**config.mk**
```make
export PLATFORM = sky130hd
export DESIGN_NAME = rv32i_instruction_decoder_unit_flat
export DESIGN_NICKNAME = d
export VERILOG_FILES = /design/src/rvid_pkg.sv /design/src/rvid_if.sv /design/src/rv32i_instruction_decoder_unit.sv /design/src/flat_wrapper.sv
export SDC_FILE = /design/constraint.sdc
export NUM_CORES = 1
export LEC_CHECK = 0
export BUFFER_PORTS_ARGS = -buffer_cell sky130_fd_sc_hd__buf_2
export CORE_UTILIZATION = 35
export CTS_CLUSTER_DIAMETER = 100
export CTS_CLUSTER_SIZE = 28
export DETAILED_ROUTE_END_ITERATION = 6
export PLACE_DENSITY = 0.56
export REMOVE_ABC_BUFFERS = 1
export SETUP_SLACK_MARGIN = 0.2
export SLEW_MARGIN = 20
export SYNTH_ARGS = -nofsm -noshare
export SYNTH_HDL_FRONTEND = slang
export SYNTH_SLANG_ARGS = --single-unit
export TNS_END_PERCENT = 100
```
**constraint.sdc**
```tcl
create_clock -name clock -period 8 [get_ports clock]
set_input_delay 1.2 -clock clock [delete_from_list [all_inputs] [get_ports clock]]
set_output_delay 1.2 -clock clock [all_outputs]
set_load 0.005 [all_outputs]
```
**src/rvid_pkg.sv**
```systemverilog
package rvid_pkg;

   // Major opcodes of the RV32I base set.
   localparam logic [6:0] OPC_OP     = 7'd51;
   localparam logic [6:0] OPC_LOAD   = 7'd3;
   localparam logic [6:0] OPC_OP_IMM = 7'd19;
   localparam logic [6:0] OPC_JALR   = 7'd103;
   localparam logic [6:0] OPC_SYSTEM = 7'd115;
   localparam logic [6:0] OPC_STORE  = 7'd35;
   localparam logic [6:0] OPC_BRANCH = 7'd99;
   localparam logic [6:0] OPC_LUI    = 7'd55;
   localparam logic [6:0] OPC_AUIPC  = 7'd23;
   localparam logic [6:0] OPC_JAL    = 7'd111;

   // funct3 codes of the ALU operations.
   localparam logic [2:0] F3_ADD  = 3'd0;
   localparam logic [2:0] F3_SLL  = 3'd1;
   localparam logic [2:0] F3_SLT  = 3'd2;
   localparam logic [2:0] F3_SLTU = 3'd3;
   localparam logic [2:0] F3_XOR  = 3'd4;
   localparam logic [2:0] F3_SR   = 3'd5;
   localparam logic [2:0] F3_OR   = 3'd6;
   localparam logic [2:0] F3_AND  = 3'd7;

   // funct3 codes of loads and stores.
   localparam logic [2:0] F3_BYTE  = 3'd0;
   localparam logic [2:0] F3_HALF  = 3'd1;
   localparam logic [2:0] F3_WORD  = 3'd2;
   localparam logic [2:0] F3_BYTEU = 3'd4;
   localparam logic [2:0] F3_HALFU = 3'd5;

   // funct3 codes of branches.
   localparam logic [2:0] F3_BEQ  = 3'd0;
   localparam logic [2:0] F3_BNE  = 3'd1;
   localparam logic [2:0] F3_BLT  = 3'd4;
   localparam logic [2:0] F3_BGE  = 3'd5;
   localparam logic [2:0] F3_BLTU = 3'd6;
   localparam logic [2:0] F3_BGEU = 3'd7;

   // funct7 codes and the SYSTEM immediates.
   localparam logic [6:0]  F7_BASE    = 7'b0000000;
   localparam logic [6:0]  F7_ALT     = 7'b0100000;
   localparam logic [11:0] IMM_ECALL  = 12'd0;
   localparam logic [11:0] IMM_EBREAK = 12'd1;

   typedef enum logic [5:0] {
      MN_UNKNOWN = 6'd0,
      MN_ADD     = 6'd1,
      MN_SLL     = 6'd2,
      MN_SLT     = 6'd3,
      MN_SLTU    = 6'd4,
      MN_XOR     = 6'd5,
      MN_SRL     = 6'd6,
      MN_OR      = 6'd7,
      MN_AND     = 6'd8,
      MN_SUB     = 6'd9,
      MN_SRA     = 6'd10,
      MN_LB      = 6'd11,
      MN_LH      = 6'd12,
      MN_LW      = 6'd13,
      MN_LBU     = 6'd14,
      MN_LHU     = 6'd15,
      MN_ADDI    = 6'd16,
      MN_SLTI    = 6'd17,
      MN_SLTIU   = 6'd18,
      MN_XORI    = 6'd19,
      MN_ORI     = 6'd20,
      MN_ANDI    = 6'd21,
      MN_SLLI    = 6'd22,
      MN_SRLI    = 6'd23,
      MN_SRAI    = 6'd24,
      MN_JALR    = 6'd25,
      MN_ECALL   = 6'd26,
      MN_EBREAK  = 6'd27,
      MN_SB      = 6'd28,
      MN_SH      = 6'd29,
      MN_SW      = 6'd30,
      MN_BEQ     = 6'd31,
      MN_BNE     = 6'd32,
      MN_BLT     = 6'd33,
      MN_BGE     = 6'd34,
      MN_BLTU    = 6'd35,
      MN_BGEU    = 6'd36,
      MN_LUI     = 6'd37,
      MN_AUIPC   = 6'd38,
      MN_JAL     = 6'd39
   } mnemonic_type;

   typedef enum logic [2:0] {
      FMT_NONE = 3'd0,
      FMT_R    = 3'd1,
      FMT_I    = 3'd2,
      FMT_S    = 3'd3,
      FMT_B    = 3'd4,
      FMT_U    = 3'd5,
      FMT_J    = 3'd6
   } format_type;

endpackage

```
**src/rvid_if.sv**
```systemverilog
// Instruction word channel.
interface rvid_req_if;
   logic        valid;
   logic        ready;
   logic [31:0] instr_word;

   modport source (output valid, output instr_word, input ready);
   modport sink (input valid, input instr_word, output ready);
endinterface

// Decoded instruction channel.
interface rvid_rsp_if;
   import rvid_pkg::*;

   logic                valid;
   logic                ready;
   mnemonic_type        mnemonic;
   format_type          format;
   logic [4:0]          dest_reg;
   logic [4:0]          src1_reg;
   logic [4:0]          src2_reg;
   logic signed [20:0]  immediate;

   modport source (output valid, output mnemonic, output format, output dest_reg,
                   output src1_reg, output src2_reg, output immediate, input ready);
   modport sink (input valid, input mnemonic, input format, input dest_reg,
                 input src1_reg, input src2_reg, input immediate, output ready);
endinterface

```
**src/rv32i_instruction_decoder_unit.sv**
```systemverilog
// RV32I instruction decoder. Each instruction word taken on the req_if channel
// comes out on rsp_if as a mnemonic code, its operand format, the register
// indices that format uses (others read as zero) and the immediate, which is
// sign-extended for I, S, B and J formats and the raw 20-bit field for U.
// Words that are not a recognized RV32I instruction give mnemonic zero and all
// other fields zero. The block takes one word per clock cycle unless rsp_if
// stalls; a word passes from the input register through the single decode stage
// to the result register. When rsp_if stalls, the two stages fill before
// req_if.ready drops.
module rv32i_instruction_decoder_unit (
   input logic        clock,
   input logic        reset,
   rvid_req_if.sink   req_if,
   rvid_rsp_if.source rsp_if
);
   import rvid_pkg::*;

   logic               req_valid_ff;
   logic [31:0]        word_ff;
   logic               rsp_valid_ff;
   mnemonic_type       mnemonic_ff;
   format_type         format_ff;
   logic [4:0]         dest_reg_ff;
   logic [4:0]         src1_reg_ff;
   logic [4:0]         src2_reg_ff;
   logic signed [20:0] immediate_ff;

   mnemonic_type       mnemonic_in;
   format_type         format_in;
   logic [4:0]         dest_reg_in;
   logic [4:0]         src1_reg_in;
   logic [4:0]         src2_reg_in;
   logic signed [20:0] immediate_in;

   logic               stage2_ready;
   logic               stage1_ready;

   logic [6:0]         opc;
   logic [2:0]         f3;
   logic [6:0]         f7;
   logic [4:0]         rd;
   logic [4:0]         rs1;
   logic [4:0]         rs2;
   logic [11:0]        imm12;
   logic signed [20:0] imm_i;
   logic signed [20:0] imm_s;
   logic signed [20:0] imm_b;
   logic signed [20:0] imm_u;
   logic signed [20:0] imm_j;
   logic signed [20:0] imm_sys;
   mnemonic_type       mn;
   format_type         fmt;
   logic signed [20:0] imm;

   // Handshake: each stage moves when the stage after it is free or draining.
   assign stage2_ready = !rsp_valid_ff || rsp_if.ready;
   assign stage1_ready = !req_valid_ff || stage2_ready;
   assign req_if.ready = stage1_ready;

   always_ff @(posedge clock) begin
      if (reset) begin
         req_valid_ff <= 1'b0;
         rsp_valid_ff <= 1'b0;
      end else begin
         if (stage1_ready) begin
            req_valid_ff <= req_if.valid;
         end
         if (stage2_ready) begin
            rsp_valid_ff <= req_valid_ff;
         end
      end
   end

   // Input register captures the word on each transfer.
   always_ff @(posedge clock) begin
      if (stage1_ready && req_if.valid) begin
         word_ff <= req_if.instr_word;
      end
   end

   // Instruction fields.
   assign opc   = word_ff[6:0];
   assign rd    = word_ff[11:7];
   assign f3    = word_ff[14:12];
   assign rs1   = word_ff[19:15];
   assign rs2   = word_ff[24:20];
   assign f7    = word_ff[31:25];
   assign imm12 = word_ff[31:20];

   // Immediates of every format, assembled in parallel.
   assign imm_i   = {{9{word_ff[31]}}, word_ff[31:20]};
   assign imm_s   = {{9{word_ff[31]}}, word_ff[31:25], word_ff[11:7]};
   assign imm_b   = {{8{word_ff[31]}}, word_ff[31], word_ff[7], word_ff[30:25],
                     word_ff[11:8], 1'b0};
   assign imm_u   = {1'b0, word_ff[31:12]};
   assign imm_j   = {word_ff[31], word_ff[19:12], word_ff[20], word_ff[30:21], 1'b0};
   assign imm_sys = {9'd0, imm12};

   // Mnemonic, format and immediate selection by opcode and function fields.
   always_comb begin
      mn  = MN_UNKNOWN;
      fmt = FMT_NONE;
      imm = '0;
      case (opc)
         OPC_OP: begin
            fmt = FMT_R;
            if (f7 == F7_BASE) begin
               case (f3)
                  F3_ADD:  mn = MN_ADD;
                  F3_SLL:  mn = MN_SLL;
                  F3_SLT:  mn = MN_SLT;
                  F3_SLTU: mn = MN_SLTU;
                  F3_XOR:  mn = MN_XOR;
                  F3_SR:   mn = MN_SRL;
                  F3_OR:   mn = MN_OR;
                  F3_AND:  mn = MN_AND;
                  default: mn = MN_UNKNOWN;
               endcase
            end else if (f7 == F7_ALT && f3 == F3_ADD) begin
               mn = MN_SUB;
            end else if (f7 == F7_ALT && f3 == F3_SR) begin
               mn = MN_SRA;
            end
         end
         OPC_LOAD: begin
            fmt = FMT_I;
            imm = imm_i;
            case (f3)
               F3_BYTE:  mn = MN_LB;
               F3_HALF:  mn = MN_LH;
               F3_WORD:  mn = MN_LW;
               F3_BYTEU: mn = MN_LBU;
               F3_HALFU: mn = MN_LHU;
               default:  mn = MN_UNKNOWN;
            endcase
         end
         OPC_OP_IMM: begin
            fmt = FMT_I;
            imm = imm_i;
            case (f3)
               F3_ADD:  mn = MN_ADDI;
               F3_SLT:  mn = MN_SLTI;
               F3_SLTU: mn = MN_SLTIU;
               F3_XOR:  mn = MN_XORI;
               F3_OR:   mn = MN_ORI;
               F3_AND:  mn = MN_ANDI;
               F3_SLL:  mn = (f7 == F7_BASE) ? MN_SLLI : MN_UNKNOWN;
               F3_SR: begin
                  if (f7 == F7_BASE) begin
                     mn = MN_SRLI;
                  end else if (f7 == F7_ALT) begin
                     mn = MN_SRAI;
                  end else begin
                     mn = MN_UNKNOWN;
                  end
               end
               default: mn = MN_UNKNOWN;
            endcase
         end
         OPC_JALR: begin
            fmt = FMT_I;
            imm = imm_i;
            if (f3 == F3_ADD) begin
               mn = MN_JALR;
            end
         end
         OPC_SYSTEM: begin
            fmt = FMT_I;
            imm = imm_sys;
            if (f3 == F3_ADD && rs1 == 5'd0 && rd == 5'd0) begin
               if (imm12 == IMM_ECALL) begin
                  mn = MN_ECALL;
               end else if (imm12 == IMM_EBREAK) begin
                  mn = MN_EBREAK;
               end
            end
         end
         OPC_STORE: begin
            fmt = FMT_S;
            imm = imm_s;
            case (f3)
               F3_BYTE: mn = MN_SB;
               F3_HALF: mn = MN_SH;
               F3_WORD: mn = MN_SW;
               default: mn = MN_UNKNOWN;
            endcase
         end
         OPC_BRANCH: begin
            fmt = FMT_B;
            imm = imm_b;
            case (f3)
               F3_BEQ:  mn = MN_BEQ;
               F3_BNE:  mn = MN_BNE;
               F3_BLT:  mn = MN_BLT;
               F3_BGE:  mn = MN_BGE;
               F3_BLTU: mn = MN_BLTU;
               F3_BGEU: mn = MN_BGEU;
               default: mn = MN_UNKNOWN;
            endcase
         end
         OPC_LUI: begin
            fmt = FMT_U;
            imm = imm_u;
            mn  = MN_LUI;
         end
         OPC_AUIPC: begin
            fmt = FMT_U;
            imm = imm_u;
            mn  = MN_AUIPC;
         end
         OPC_JAL: begin
            fmt = FMT_J;
            imm = imm_j;
            mn  = MN_JAL;
         end
         default: begin
            mn = MN_UNKNOWN;
         end
      endcase
   end

   // Zero out whatever the decoded format does not use.
   always_comb begin
      mnemonic_in  = mn;
      format_in    = fmt;
      immediate_in = imm;
      if (mn == MN_UNKNOWN) begin
         format_in    = FMT_NONE;
         immediate_in = '0;
      end
      dest_reg_in = (format_in == FMT_R || format_in == FMT_I ||
                     format_in == FMT_U || format_in == FMT_J) ? rd : 5'd0;
      src1_reg_in = (format_in == FMT_R || format_in == FMT_I ||
                     format_in == FMT_S || format_in == FMT_B) ? rs1 : 5'd0;
      src2_reg_in = (format_in == FMT_R || format_in == FMT_S ||
                     format_in == FMT_B) ? rs2 : 5'd0;
   end

   // Result register, loaded when a decoded word moves forward.
   always_ff @(posedge clock) begin
      if (stage2_ready && req_valid_ff) begin
         mnemonic_ff  <= mnemonic_in;
         format_ff    <= format_in;
         dest_reg_ff  <= dest_reg_in;
         src1_reg_ff  <= src1_reg_in;
         src2_reg_ff  <= src2_reg_in;
         immediate_ff <= immediate_in;
      end
   end

   assign rsp_if.valid     = rsp_valid_ff;
   assign rsp_if.mnemonic  = mnemonic_ff;
   assign rsp_if.format    = format_ff;
   assign rsp_if.dest_reg  = dest_reg_ff;
   assign rsp_if.src1_reg  = src1_reg_ff;
   assign rsp_if.src2_reg  = src2_reg_ff;
   assign rsp_if.immediate = immediate_ff;

endmodule

```
**src/flat_wrapper.sv**
```systemverilog
// flat-port wrapper written by rule: the top's interface ports become plain ports
module rv32i_instruction_decoder_unit_flat import rvid_pkg::*;
  (clock, reset, req_if_valid, req_if_instr_word, req_if_ready, rsp_if_valid, rsp_if_mnemonic, rsp_if_format, rsp_if_dest_reg, rsp_if_src1_reg, rsp_if_src2_reg, rsp_if_immediate, rsp_if_ready);
  rvid_req_if req_if_i ();
  rvid_rsp_if rsp_if_i ();
  input logic clock;
  input logic reset;
  input wire logic [$bits(req_if_i.valid)-1:0] req_if_valid;
  input wire logic [$bits(req_if_i.instr_word)-1:0] req_if_instr_word;
  output wire logic [$bits(req_if_i.ready)-1:0] req_if_ready;
  output wire logic [$bits(rsp_if_i.valid)-1:0] rsp_if_valid;
  output wire logic [$bits(rsp_if_i.mnemonic)-1:0] rsp_if_mnemonic;
  output wire logic [$bits(rsp_if_i.format)-1:0] rsp_if_format;
  output wire logic [$bits(rsp_if_i.dest_reg)-1:0] rsp_if_dest_reg;
  output wire logic [$bits(rsp_if_i.src1_reg)-1:0] rsp_if_src1_reg;
  output wire logic [$bits(rsp_if_i.src2_reg)-1:0] rsp_if_src2_reg;
  output wire logic [$bits(rsp_if_i.immediate)-1:0] rsp_if_immediate;
  input wire logic [$bits(rsp_if_i.ready)-1:0] rsp_if_ready;
  assign req_if_i.valid = req_if_valid;
  assign req_if_i.instr_word = req_if_instr_word;
  assign req_if_ready = req_if_i.ready;
  assign rsp_if_valid = rsp_if_i.valid;
  assign rsp_if_mnemonic = rsp_if_i.mnemonic;
  assign rsp_if_format = rsp_if_i.format;
  assign rsp_if_dest_reg = rsp_if_i.dest_reg;
  assign rsp_if_src1_reg = rsp_if_i.src1_reg;
  assign rsp_if_src2_reg = rsp_if_i.src2_reg;
  assign rsp_if_immediate = rsp_if_i.immediate;
  assign rsp_if_i.ready = rsp_if_ready;
  rv32i_instruction_decoder_unit u_core (.clock(clock), .reset(reset), .req_if(req_if_i), .rsp_if(rsp_if_i));
endmodule
```
==> summary.txt, run 1 <==
Max-slew headroom at the worst pin -> 31.7%
Detailed Route Iter0 Violations -> 267
Maximum buffer depth of the clock tree -> 2
R2R depth -> 7
Total half-perimeter wirelength after legalization and detailed placement -> 7080 um
Final setup skew -> 0.0138 ns
Antenna Nets Post-Route -> 0
Cell at the root of the clock tree -> clkbuf_8
Number of buffers added by the clock tree synthesis step -> 9
Run status -> completed
Share of cells above drive strength 1 -> 28.0%
Area of the core region -> 10800 um2
Max Clk Rate -> 0.276 GHz
Transition time at the pin with the least slew margin -> 1.02 ns
Maximum number of pins on one net before global-route repair -> 46
Commonest non-fill, non-tap cell in the layout -> buf_2
Top cell type by total area after synthesis -> edfxtp_1
Clock-pin slew reported for the worst setup and hold paths after clock tree synthesis -> 0.09 ns
Post-synth ARST share -> 0%
Number of flip-flops and latches in the synthesized netlist -> 83
Hold path endpoint -> u_core.rsp_if.valid$_SDFFE_PP0P_
Top cells by area in the synthesized netlist -> edfxtp_1 (60%), a22oi_1 (3.5%), dfxtp_1 (3.1%), a21oi_1 (3.0%), nor2_1 (2.9%)
CTS H-tree lvls -> 3
Total via count in the routed design -> 2920
Hold-fix buffer count after cts -> 0
Worst path required time -> 8.08 ns
Die extent in y -> 107 um
Reg-to-reg critical path startpoint -> u_core.word_ff[14]$_DFFE_PP_
Count of synthesis-stage warnings from yosys -> 0
Cell area after layout -> 4580 um2
Number of flip-flops in the largest register -> 32
Unrepaired setup endpoints after global routing -> no
Cell Area, Placed -> 4410 um2
Final Power -> 856 uW
Clock Latency Late Sink -> 0.37 ns
Worst IR Drop VDD -> 0.0786 mV
Number of different library cells in the post-synthesis netlist -> 55
Post-CTS setup buffer count -> 0
Number of antenna violations at the first check in global routing -> 0
DRC viols -> 0
Area of the mapped netlist -> 3880 um2
Count of flip-flops with a built-in enable after synthesis -> 77
Pwr Density -> 187 nW/um2
Cell row count -> 38
Global-route wire length before repair -> 15500 um
Worst Hold Path Cells -> 2
Mean post-synth cell area -> 12.2 um2
Final setup violation count -> 0
Highest fanout seen on the critical path -> 29
Diodes inserted -> 0
Origin of the worst min-delay path -> u_core.req_valid_ff$_SDFFE_PP0N_
Nature of the critical path startpoint -> flop
Prevailing post-synth register cell -> edfxtp_1
Top Ports -> 83
Arrival time at the worst endpoint -> 3.71 ns
Type of destination of the critical path -> flop
Final-report hold violation count -> 0
Clock sinks -> 83
Post-synthesis instance total -> 318
Starting density of the core -> 35.9%
Total global routing overflow -> 0
Floorplan die width -> 107 um
Via density per instance -> 5.38
Tmin final -> 3.63 ns
Least setup slack across all paths after layout -> 4.37 ns
Final estimated routing congestion in global placement -> 0.890
Area fraction of the dominant cell type after synthesis -> 59.6%
Detailed Route WL -> 9980 um
Critical path type -> reg2reg
Count of buffers inserted at the top-level ports -> 82
DRT Pass-1 Iters -> 4
Fin Setup TNS -> 0 ns
Register name with the most flops -> u_core.word_ff
Via count of the first global-routing pass -> 2817
Total leakage power -> 1.58 nW
Final net count -> 436
Layout-stage area growth over the synthesis result -> 18.1%
CTS tree -> done
Quantity of gates resized following cts -> 0
All-Layer GR Usage -> 18.5%
Area of the die -> 11500 um2
Commonest cells after routing, fill and taps aside -> buf_2 (82), edfxtp_1 (77), nor2_1 (30)
Sequential share of the synthesized area -> 62.7%
R2R setup slack -> 4.37 ns
Number of filler cells placed in the layout -> 1047
Number of maximum-capacitance violations -> 0
Destination of the worst register-to-register timing path -> u_core.rsp_if.immediate[4]$_SDFFCE_PN0P_
Pins Over Slew Limit -> 0
Wirelength per Cell -> 18.4 um
Final worst-path cycle share -> 45.3%
Worst slack after detailed placement -> 4.36 ns
Class of the tightest hold or removal check -> reg2reg
==> through the flow <==
stage	cells	hold WS [ns]	utilization [%]
2_1_floorplan	301	0.478	-
5_1_grt	543	0.577	42.4
3_5_place_dp	527	0.510	40.9
6_report	543	0.523	42.4
4_1_cts	543	0.528	42.4
3_3_place_gp	527	0.505	40.9
==> logic make-up (layout without fill, tap and decap cells) <==
family	Yosys count	in the layout	share of synthesized area, %
AND/OR/NAND/NOR	113	113	16.5
AO/OA/AOI/OAI	90	90	16.0
flip-flops	83	83	62.7
buffers and inverters	27	112	3.36
adder cells (fa/ha/maj)	3	3	0.903
multiplexers	2	2	0.516
==> worst max path at each step <==
stage / endpoint / slack (ns) / startpoint
2_1_floorplan: u_core.rsp_if.dest_reg[0]$_SDFFCE_PN0P_ / 4.26 / rsp_if_ready
3_3_place_gp: u_core.rsp_if.immediate[0]$_SDFFCE_PN0P_ / 4.46 / u_core.word_ff[14]$_DFFE_PP_
3_5_place_dp: u_core.rsp_if.immediate[4]$_SDFFCE_PN0P_ / 4.36 / u_core.word_ff[14]$_DFFE_PP_
4_1_cts: u_core.rsp_if.immediate[4]$_SDFFCE_PN0P_ / 4.37 / u_core.word_ff[14]$_DFFE_PP_
5_1_grt: u_core.rsp_if.immediate[0]$_SDFFCE_PN0P_ / 4.08 / u_core.word_ff[14]$_DFFE_PP_
6_report: u_core.rsp_if.immediate[4]$_SDFFCE_PN0P_ / 4.37 / u_core.word_ff[14]$_DFFE_PP_
==> final cells by class <==
cell class / count / area (um2) / area share (%)
Sequential cell: 83 / 2430 / 53.1
Multi-Input combinational cell: 208 / 1330 / 29.0
Timing Repair Buffer: 86 / 440 / 9.61
Tap cell: 140 / 175 / 3.82
Clock buffer: 9 / 124 / 2.70
Clock inverter: 7 / 43.8 / 0.956
Inverter: 10 / 37.5 / 0.819
==> synthesized netlist by cell type, types with 5 or more instances <==
master / count
a21boi_0: 10
clkbuf_1: 7
edfxtp_1: 77
dfxtp_1: 6
nor4_1: 5
nor3b_1: 6
buf_2: 5
nand3_1: 5
nor2b_1: 9
nor3_1: 8
a21oi_1: 23
nor2_1: 30
o21ai_0: 16
nand2_1: 16
a22oi_1: 18
or3_1: 5
inv_1: 10
==> critical path: stages, from the launching register on <==
cell and delay, ns:
edfxtp_1 0.66, nor3_2 0.45, nor4_1 0.12, a2111oi_2 0.30, nand3_1 0.15, or4_4 0.61, nor3_4 0.80, o21ai_0 0.24
==> layer usage <==
layer | wire (um) | global-route usage [%]
met5 | 0 | 0
met4 | 316 | 9.88
met3 | 588 | 3.57
met2 | 4450 | 27.2
met1 | 4620 | 25.7
==> power by group <==
group	leakage (nW)	switching, mW	internal [mW]	total [mW]
logic	0.748	0.0403	0.0284	0.0687
clock network	0.0767	0.155	0.111	0.266
registers	0.758	0.0219	0.499	0.521
(Power assumes the default switching activity.)
==> run 2, diff against run 1 <==
- PLACE_DENSITY: 0.56 -> 0.58
- clock period: 8 -> 2.95 ns (I/O delays scaled with it)
==> run 2 against run 1 <==
Compared with the run above: the flow now finishes with violations (DRC); clock skew up 0.0010 ns; global-route usage up 2.0 points; register-to-register slack worse by 4.2 ns; cell area increased by 25%; sequential power rose to 2.7 times the previous value; wire length grew 15%; critical path type unchanged; highest routed layer unchanged.
==> summary.txt, run 2 (synthesized netlist as in run 1, its figures left out) <==
Least setup slack across all paths after layout -> 0.148 ns (-4.22 ns)
Count of placed standard cells including taps -> 606 (+15%)
Highest fanout seen on the critical path -> 6 (-79%)
Number of buffers added by the clock tree synthesis step -> 9 (unchanged)
Cell area after layout -> 5710 um2 (+25%)
Number of antenna violations at the first check in global routing -> 0 (unchanged)
Fin Setup TNS -> 0 ns (unchanged)
Commonest cells after routing, fill and taps aside -> buf_4 (91), buf_2 (82), edfxtp_1 (77)
Final worst-path cycle share -> 95.0% (+50 points)
Detailed Route WL -> 11500 um (+15%)
R2R depth -> 9 (+2)
Register name with the most flops -> u_core.word_ff
Hold-fix buffer count after cts -> 0 (unchanged)
Wirelength per Cell -> 17.6 um (-4.1%)
Type of destination of the critical path -> flop
Transition time at the pin with the least slew margin -> 0.802 ns (-0.219 ns)
CTS H-tree lvls -> 3 (unchanged)
Worst Hold Path Cells -> 2 (unchanged)
Layout-stage area growth over the synthesis result -> 47.3%
Total leakage power -> 2.21 nW (+39%)
All-Layer GR Usage -> 20.5% (+2.0 points)
Die extent in y -> 107 um (unchanged)
Via density per instance -> 5.20 (-3.4%)
Global-route wire length before repair -> 17400 um (+12%)
DRT Pass-1 Iters -> 7 (+3)
Commonest non-fill, non-tap cell in the layout -> buf_4
Final net count -> 544 (+25%)
Run status -> complete, but fails checks
CTS tree -> done
Count of buffers inserted at the top-level ports -> 82 (unchanged)
Final Instance Count excl. Fillers -> 651 (+20%)
Floorplan die width -> 107 um (unchanged)
Starting density of the core -> 35.9% (unchanged)
Cell Area, Placed -> 5030 um2 (+14%)
Maximum number of pins on one net before global-route repair -> 34 (-26%)
Area of the die -> 11500 um2 (unchanged)
Pwr Density -> 451 nW/um2 (+140%)
Worst hold slack across all endpoints -> 0.241 ns (-0.282 ns)
Antenna Nets Post-Route -> 0 (unchanged)
Share of cells above drive strength 1 -> 49.1% (+21 points)
Number of maximum-capacitance violations -> 0 (unchanged)
Critical path type -> reg2reg
Tmin final -> 2.80 ns (-0.825 ns)
Clock sinks -> 83 (unchanged)
Diodes inserted -> 0 (unchanged)
Number of filler cells placed in the layout -> 958 (-8.5%)
Clock Latency Late Sink -> 0.37 ns (about the same)
Worst IR Drop VDD -> 0.262 mV (+230%)
Final setup skew -> 0.0148 ns (+0.000998 ns)
Arrival time at the worst endpoint -> 2.90 ns (-0.81 ns)
Cell at the root of the clock tree -> clkbuf_8
Total global routing overflow -> 0 (unchanged)
Worst slack after detailed placement -> -0.106 ns (-4.47 ns)
Pins Over Slew Limit -> 0 (unchanged)
Clock-pin slew reported for the worst setup and hold paths after clock tree synthesis -> 0.09 ns (about the same)
DRC viols -> 1 (+1)
Violated checks -> DRC
Final estimated routing congestion in global placement -> 0.933 (+4.9%)
Number of flip-flops in the largest register -> 32 (unchanged)
Unrepaired setup endpoints after global routing -> yes
Nature of the critical path startpoint -> flop
Class of the tightest hold or removal check -> in2reg
Maximum buffer depth of the clock tree -> 2 (unchanged)
Detailed Route Iter0 Violations -> 264 (-1.1%)
Final setup violation count -> 0 (unchanged)
Total via count in the routed design -> 3382 (+16%)
Total half-perimeter wirelength after legalization and detailed placement -> 8370 um (+18%)
Final-report hold violation count -> 0 (unchanged)
Cell row count -> 38 (unchanged)
Fin util -> 52.9% (+10 points)
Final Power -> 2.57 mW (+200%)
Worst path required time -> 3.05 ns (-5.03 ns)
Max-slew headroom at the worst pin -> 46.1% (+14 points)
Area of the core region -> 10800 um2 (unchanged)
Via count of the first global-routing pass -> 3312 (+18%)
Max Clk Rate -> 0.357 GHz (+29%)
Top Ports -> 83 (unchanged)
==> run 2: cell types whose count changed in the layout (fill, tap and decap cells not counted), sizes merged <==
cell      previous run  this run
clkinv               3         2
clkinvlp             3         2
bufinv               0         1
buf                 86       194
inv                 11        12
==> run 2: cell type report <==
cell class	instances	area, um2	share of cell area, %
Clock buffer	9	124	2.17
Clock inverter	7	75.1	1.31
Inverter	10	37.5	0.657
Multi-Input combinational cell	208	1510	26.5
Sequential cell	83	2430	42.6
Tap cell	140	175	3.07
Timing Repair Buffer	194	1360	23.7
==> run 2: routing by layer <==
metal	global-route usage (%)	share of wire (%)	wire [um]	up-vias
li1	-	-	-	1619
met1	27.7	44	5020	1605
met2	31.8	48	5560	132
met3	3.57	5.4	617	26
met4	10.1	2.4	280	0
met5	0	0	0	-
==> run 2: final timing paths <==
| path | startpoint | endpoint | slack, ns |
|---|---|---|---|
| setup / recovery | u_core.word_ff[0]$_DFFE_PP_ | u_core.rsp_if.src1_reg[3]$_SDFFCE_PN0P_ | 0.15 |
| hold / removal | reset | u_core.rsp_if.valid$_SDFFE_PP0P_ | 0.24 |
| setup reg to reg | u_core.word_ff[0]$_DFFE_PP_ | u_core.rsp_if.src1_reg[3]$_SDFFCE_PN0P_ | 0.15 |
| hold reg to reg | u_core.req_valid_ff$_SDFFE_PP0N_ | u_core.rsp_if.valid$_SDFFE_PP0P_ | 0.53 |
==> run 2: worst max-delay path, cell delays in order, from the launching register on <==
cell and delay [ns]:
edfxtp_1 0.49, nand4b_1 0.15, buf_4 0.16, nor2_2 0.06, a21o_1 0.18, a211o_1 0.28
or4_4 0.53, buf_6 0.16, o311ai_4 0.40, a21boi_1 0.13
==> run 2: repair_timing <==
action / 4_1_cts / 5_1_grt
resized for setup: 15 / 52
setup buffers: 14 / 15
endpoints found under the setup margin: 39 / 40
pin swaps: 7 / 23
==> run 2: where the power goes <==
| group | internal (mW) | switching [mW] |
|---|---|---|
| combinational | 0.175 | 0.174 |
| sequential | 1.35 | 0.0330 |
| clock | 0.396 | 0.443 |
==> run 3, diff against run 2 <==
--- a/config.mk
+++ b/config.mk
@@ -7,9 +7,9 @@
 export LEC_CHECK = 0
 export BUFFER_PORTS_ARGS = -buffer_cell sky130_fd_sc_hd__buf_2
-export CORE_UTILIZATION = 35
+export CORE_UTILIZATION = 49
 export CTS_CLUSTER_DIAMETER = 100
 export CTS_CLUSTER_SIZE = 28
 export DETAILED_ROUTE_END_ITERATION = 6
-export PLACE_DENSITY = 0.58
+export PLACE_DENSITY = 0.77
 export REMOVE_ABC_BUFFERS = 1
 export SETUP_SLACK_MARGIN = 0.2
==> constraint.sdc (replaced) <==
create_clock -name clock -period 2.95 [get_ports clock]
set_input_delay 0.7375 -clock clock [delete_from_list [all_inputs] [get_ports clock]]
set_output_delay 0.7375 -clock clock [all_outputs]
set_load 0.005 [all_outputs]
==> run 3 against run 2 <==
Compared with the run above: the flow still finishes with violations (DRC); fmax down 3.3%; clock skew down 0.0056 ns; global-route usage up 8.8 points; cell area up 2.2%; critical path type unchanged; largest cell class unchanged.
==> summary.txt, run 3 (synthesized netlist as in run 1, its figures left out) <==
Run status -> complete, but fails checks
Violated checks -> DRC
Final setup skew -> 0.00916 ns (-0.00562 ns)
Wirelength per Cell -> 18.9 um (+7.5%)
Total half-perimeter wirelength after legalization and detailed placement -> 8080 um (-3.4%)
Clock sinks -> 83 (unchanged)
Number of maximum-capacitance violations -> 0 (unchanged)
Commonest non-fill, non-tap cell in the layout -> buf_4
Max Clk Rate -> 0.345 GHz (-3.3%)
Final-report hold violation count -> 0 (unchanged)
Top Ports -> 83 (unchanged)
Cell row count -> 32 (-16%)
Detailed Route WL -> 11700 um (+2.3%)
Cell area after layout -> 5840 um2 (+2.2%)
Final worst-path cycle share -> 98.2% (+3.3 points)
Total leakage power -> 2.29 nW (+3.8%)
Final setup violation count -> 0 (unchanged)
Pins Over Slew Limit -> 0 (unchanged)
Via density per instance -> 5.78 (+11%)
Tmin final -> 2.90 ns (+0.0963 ns)
Cell Area, Placed -> 4930 um2 (-2.0%)
Hold-fix buffer count after cts -> 0 (unchanged)
Critical path type -> reg2reg
Worst Hold Path Cells -> 2 (unchanged)
Die extent in y -> 91.0 um (-15%)
Number of flip-flops in the largest register -> 32 (unchanged)
DRT Pass-1 Iters -> 7 (unchanged)
Transition time at the pin with the least slew margin -> 0.852 ns (+0.0498 ns)
Class of the tightest hold or removal check -> in2reg
Total via count in the routed design -> 3582 (+5.9%)
Max-slew headroom at the worst pin -> 42.8% (-3.3 points)
CTS tree -> done
Cell at the root of the clock tree -> clkbuf_8
Worst path required time -> 3.15 ns (+0.10 ns)
Type of destination of the critical path -> flop
Count of buffers inserted at the top-level ports -> 82 (unchanged)
Register name with the most flops -> u_core.word_ff
Highest fanout seen on the critical path -> 6 (unchanged)
Final estimated routing congestion in global placement -> 0.925 (-0.92%)
Antenna Nets Post-Route -> 0 (unchanged)
Layout-stage area growth over the synthesis result -> 50.6%
Pwr Density -> 460 nW/um2 (+2.0%)
Fin Setup TNS -> 0 ns (unchanged)
All-Layer GR Usage -> 29.3% (+8.8 points)
CTS H-tree lvls -> 3 (unchanged)
Area of the core region -> 7690 um2 (-29%)
Final net count -> 551 (+1.3%)
Arrival time at the worst endpoint -> 3.10 ns (+0.20 ns)
Clock-pin slew reported for the worst setup and hold paths after clock tree synthesis -> 0.09 ns (about the same)
Floorplan die width -> 91.0 um (-15%)
Area of the die -> 8270 um2 (-28%)
Detailed Route Iter0 Violations -> 407 (+54%)
DRC viols -> 1 (unchanged)
Maximum buffer depth of the clock tree -> 2 (unchanged)
Nature of the critical path startpoint -> flop
Diodes inserted -> 0 (unchanged)
Share of cells above drive strength 1 -> 51.5% (+2.4 points)
Total global routing overflow -> 0 (unchanged)
Least setup slack across all paths after layout -> 0.0520 ns (-0.0963 ns)
Worst IR Drop VDD -> 0.369 mV (+40%)
Via count of the first global-routing pass -> 3437 (+3.8%)
Unrepaired setup endpoints after global routing -> yes
Commonest cells after routing, fill and taps aside -> buf_4 (92), buf_2 (82), edfxtp_1 (77)
Number of buffers added by the clock tree synthesis step -> 9 (unchanged)
Starting density of the core -> 50.4% (+15 points)
Global-route wire length before repair -> 18100 um (+4.5%)
Clock Latency Late Sink -> 0.36 ns (about the same)
Maximum number of pins on one net before global-route repair -> 27 (-21%)
Worst slack after detailed placement -> -0.352 ns (-0.246 ns)
R2R depth -> 12 (+3)
Number of antenna violations at the first check in global routing -> 0 (unchanged)
## run 3: cell count changes in the layout (fill, tap and decap cells not counted), moves of 2 or more
cell and change:
a21boi_0 -4, a21boi_2 +3, buf_6 +3, nor3b_2 +2, o21ai_0 -3, o21ai_2 +2
## run 3: final timing paths
path / startpoint / to / slack [ns]
setup / recovery: u_core.word_ff[27]$_DFFE_PP_ / u_core.rsp_if.dest_reg[4]$_SDFFCE_PN0P_ / 0.05
hold / removal: reset / u_core.req_valid_ff$_SDFFE_PP0N_ / 0.54
setup reg to reg: u_core.word_ff[27]$_DFFE_PP_ / u_core.rsp_if.dest_reg[4]$_SDFFCE_PN0P_ / 0.05
hold reg to reg: u_core.req_valid_ff$_SDFFE_PP0N_ / u_core.rsp_if.valid$_SDFFE_PP0P_ / 0.55
## run 3: power by group
group / leakage [nW] / total, mW / switching, mW / internal [mW]
clock network: 0.109 / 0.915 / 0.431 / 0.484
registers: 0.758 / 1.39 / 0.0359 / 1.35
logic: 1.42 / 0.381 / 0.187 / 0.194
total: 2.29 / 2.68 / 0.654 / 2.03
## run 3: final cells by class
class,instances,area (um2)
Fill cell,508,1850
Tap cell,102,128
Clock buffer,9,124
Clock inverter,7,100
Multi-Input combinational cell,209,1570
Sequential cell,83,2430
Timing Repair Buffer,200,1440
Inverter,10,40.0
## run 3: worst max-delay path, cell delays in order, from the launching register on
cell	delay [ns]
edfxtp_1	0.41
or4_4	0.58
buf_6	0.14
or2_4	0.25
buf_4	0.13
a211o_1	0.24
o21ai_1	0.14
or4_4	0.20
buf_6	0.12
nor3_4	0.05
buf_4	0.15
clkbuf_16	0.16
nor3b_2	0.18
## run 3: layer usage
metal | global-route usage, % | wire (um)
met5 | 0 | 0
met4 | 12.7 | 473
met3 | 5.19 | 937
met2 | 47.9 | 5650
met1 | 38.5 | 4680
## run 3: what timing repair did
item / in CTS / in global routing
resized for setup: 46 / 42
pin swaps: 18 / 23
cloned: 1 / 1
endpoints found under the setup margin: 39 / 40
buffers inserted: 37 / 4
## run 3: metrics by stage
stage / power [mW] / std cells / util (%) / hold WS, ns
2_1_floorplan: 1.52 / 301 / - / 0.478
3_5_place_dp: 1.69 / 561 / 64.1 / 0.527
5_1_grt: 2.77 / 620 / 76.0 / 0.535
6_report: 2.68 / 620 / 76.0 / 0.544
3_3_place_gp: 1.69 / 561 / 64.1 / 0.498
4_1_cts: 2.66 / 615 / 73.5 / 0.532
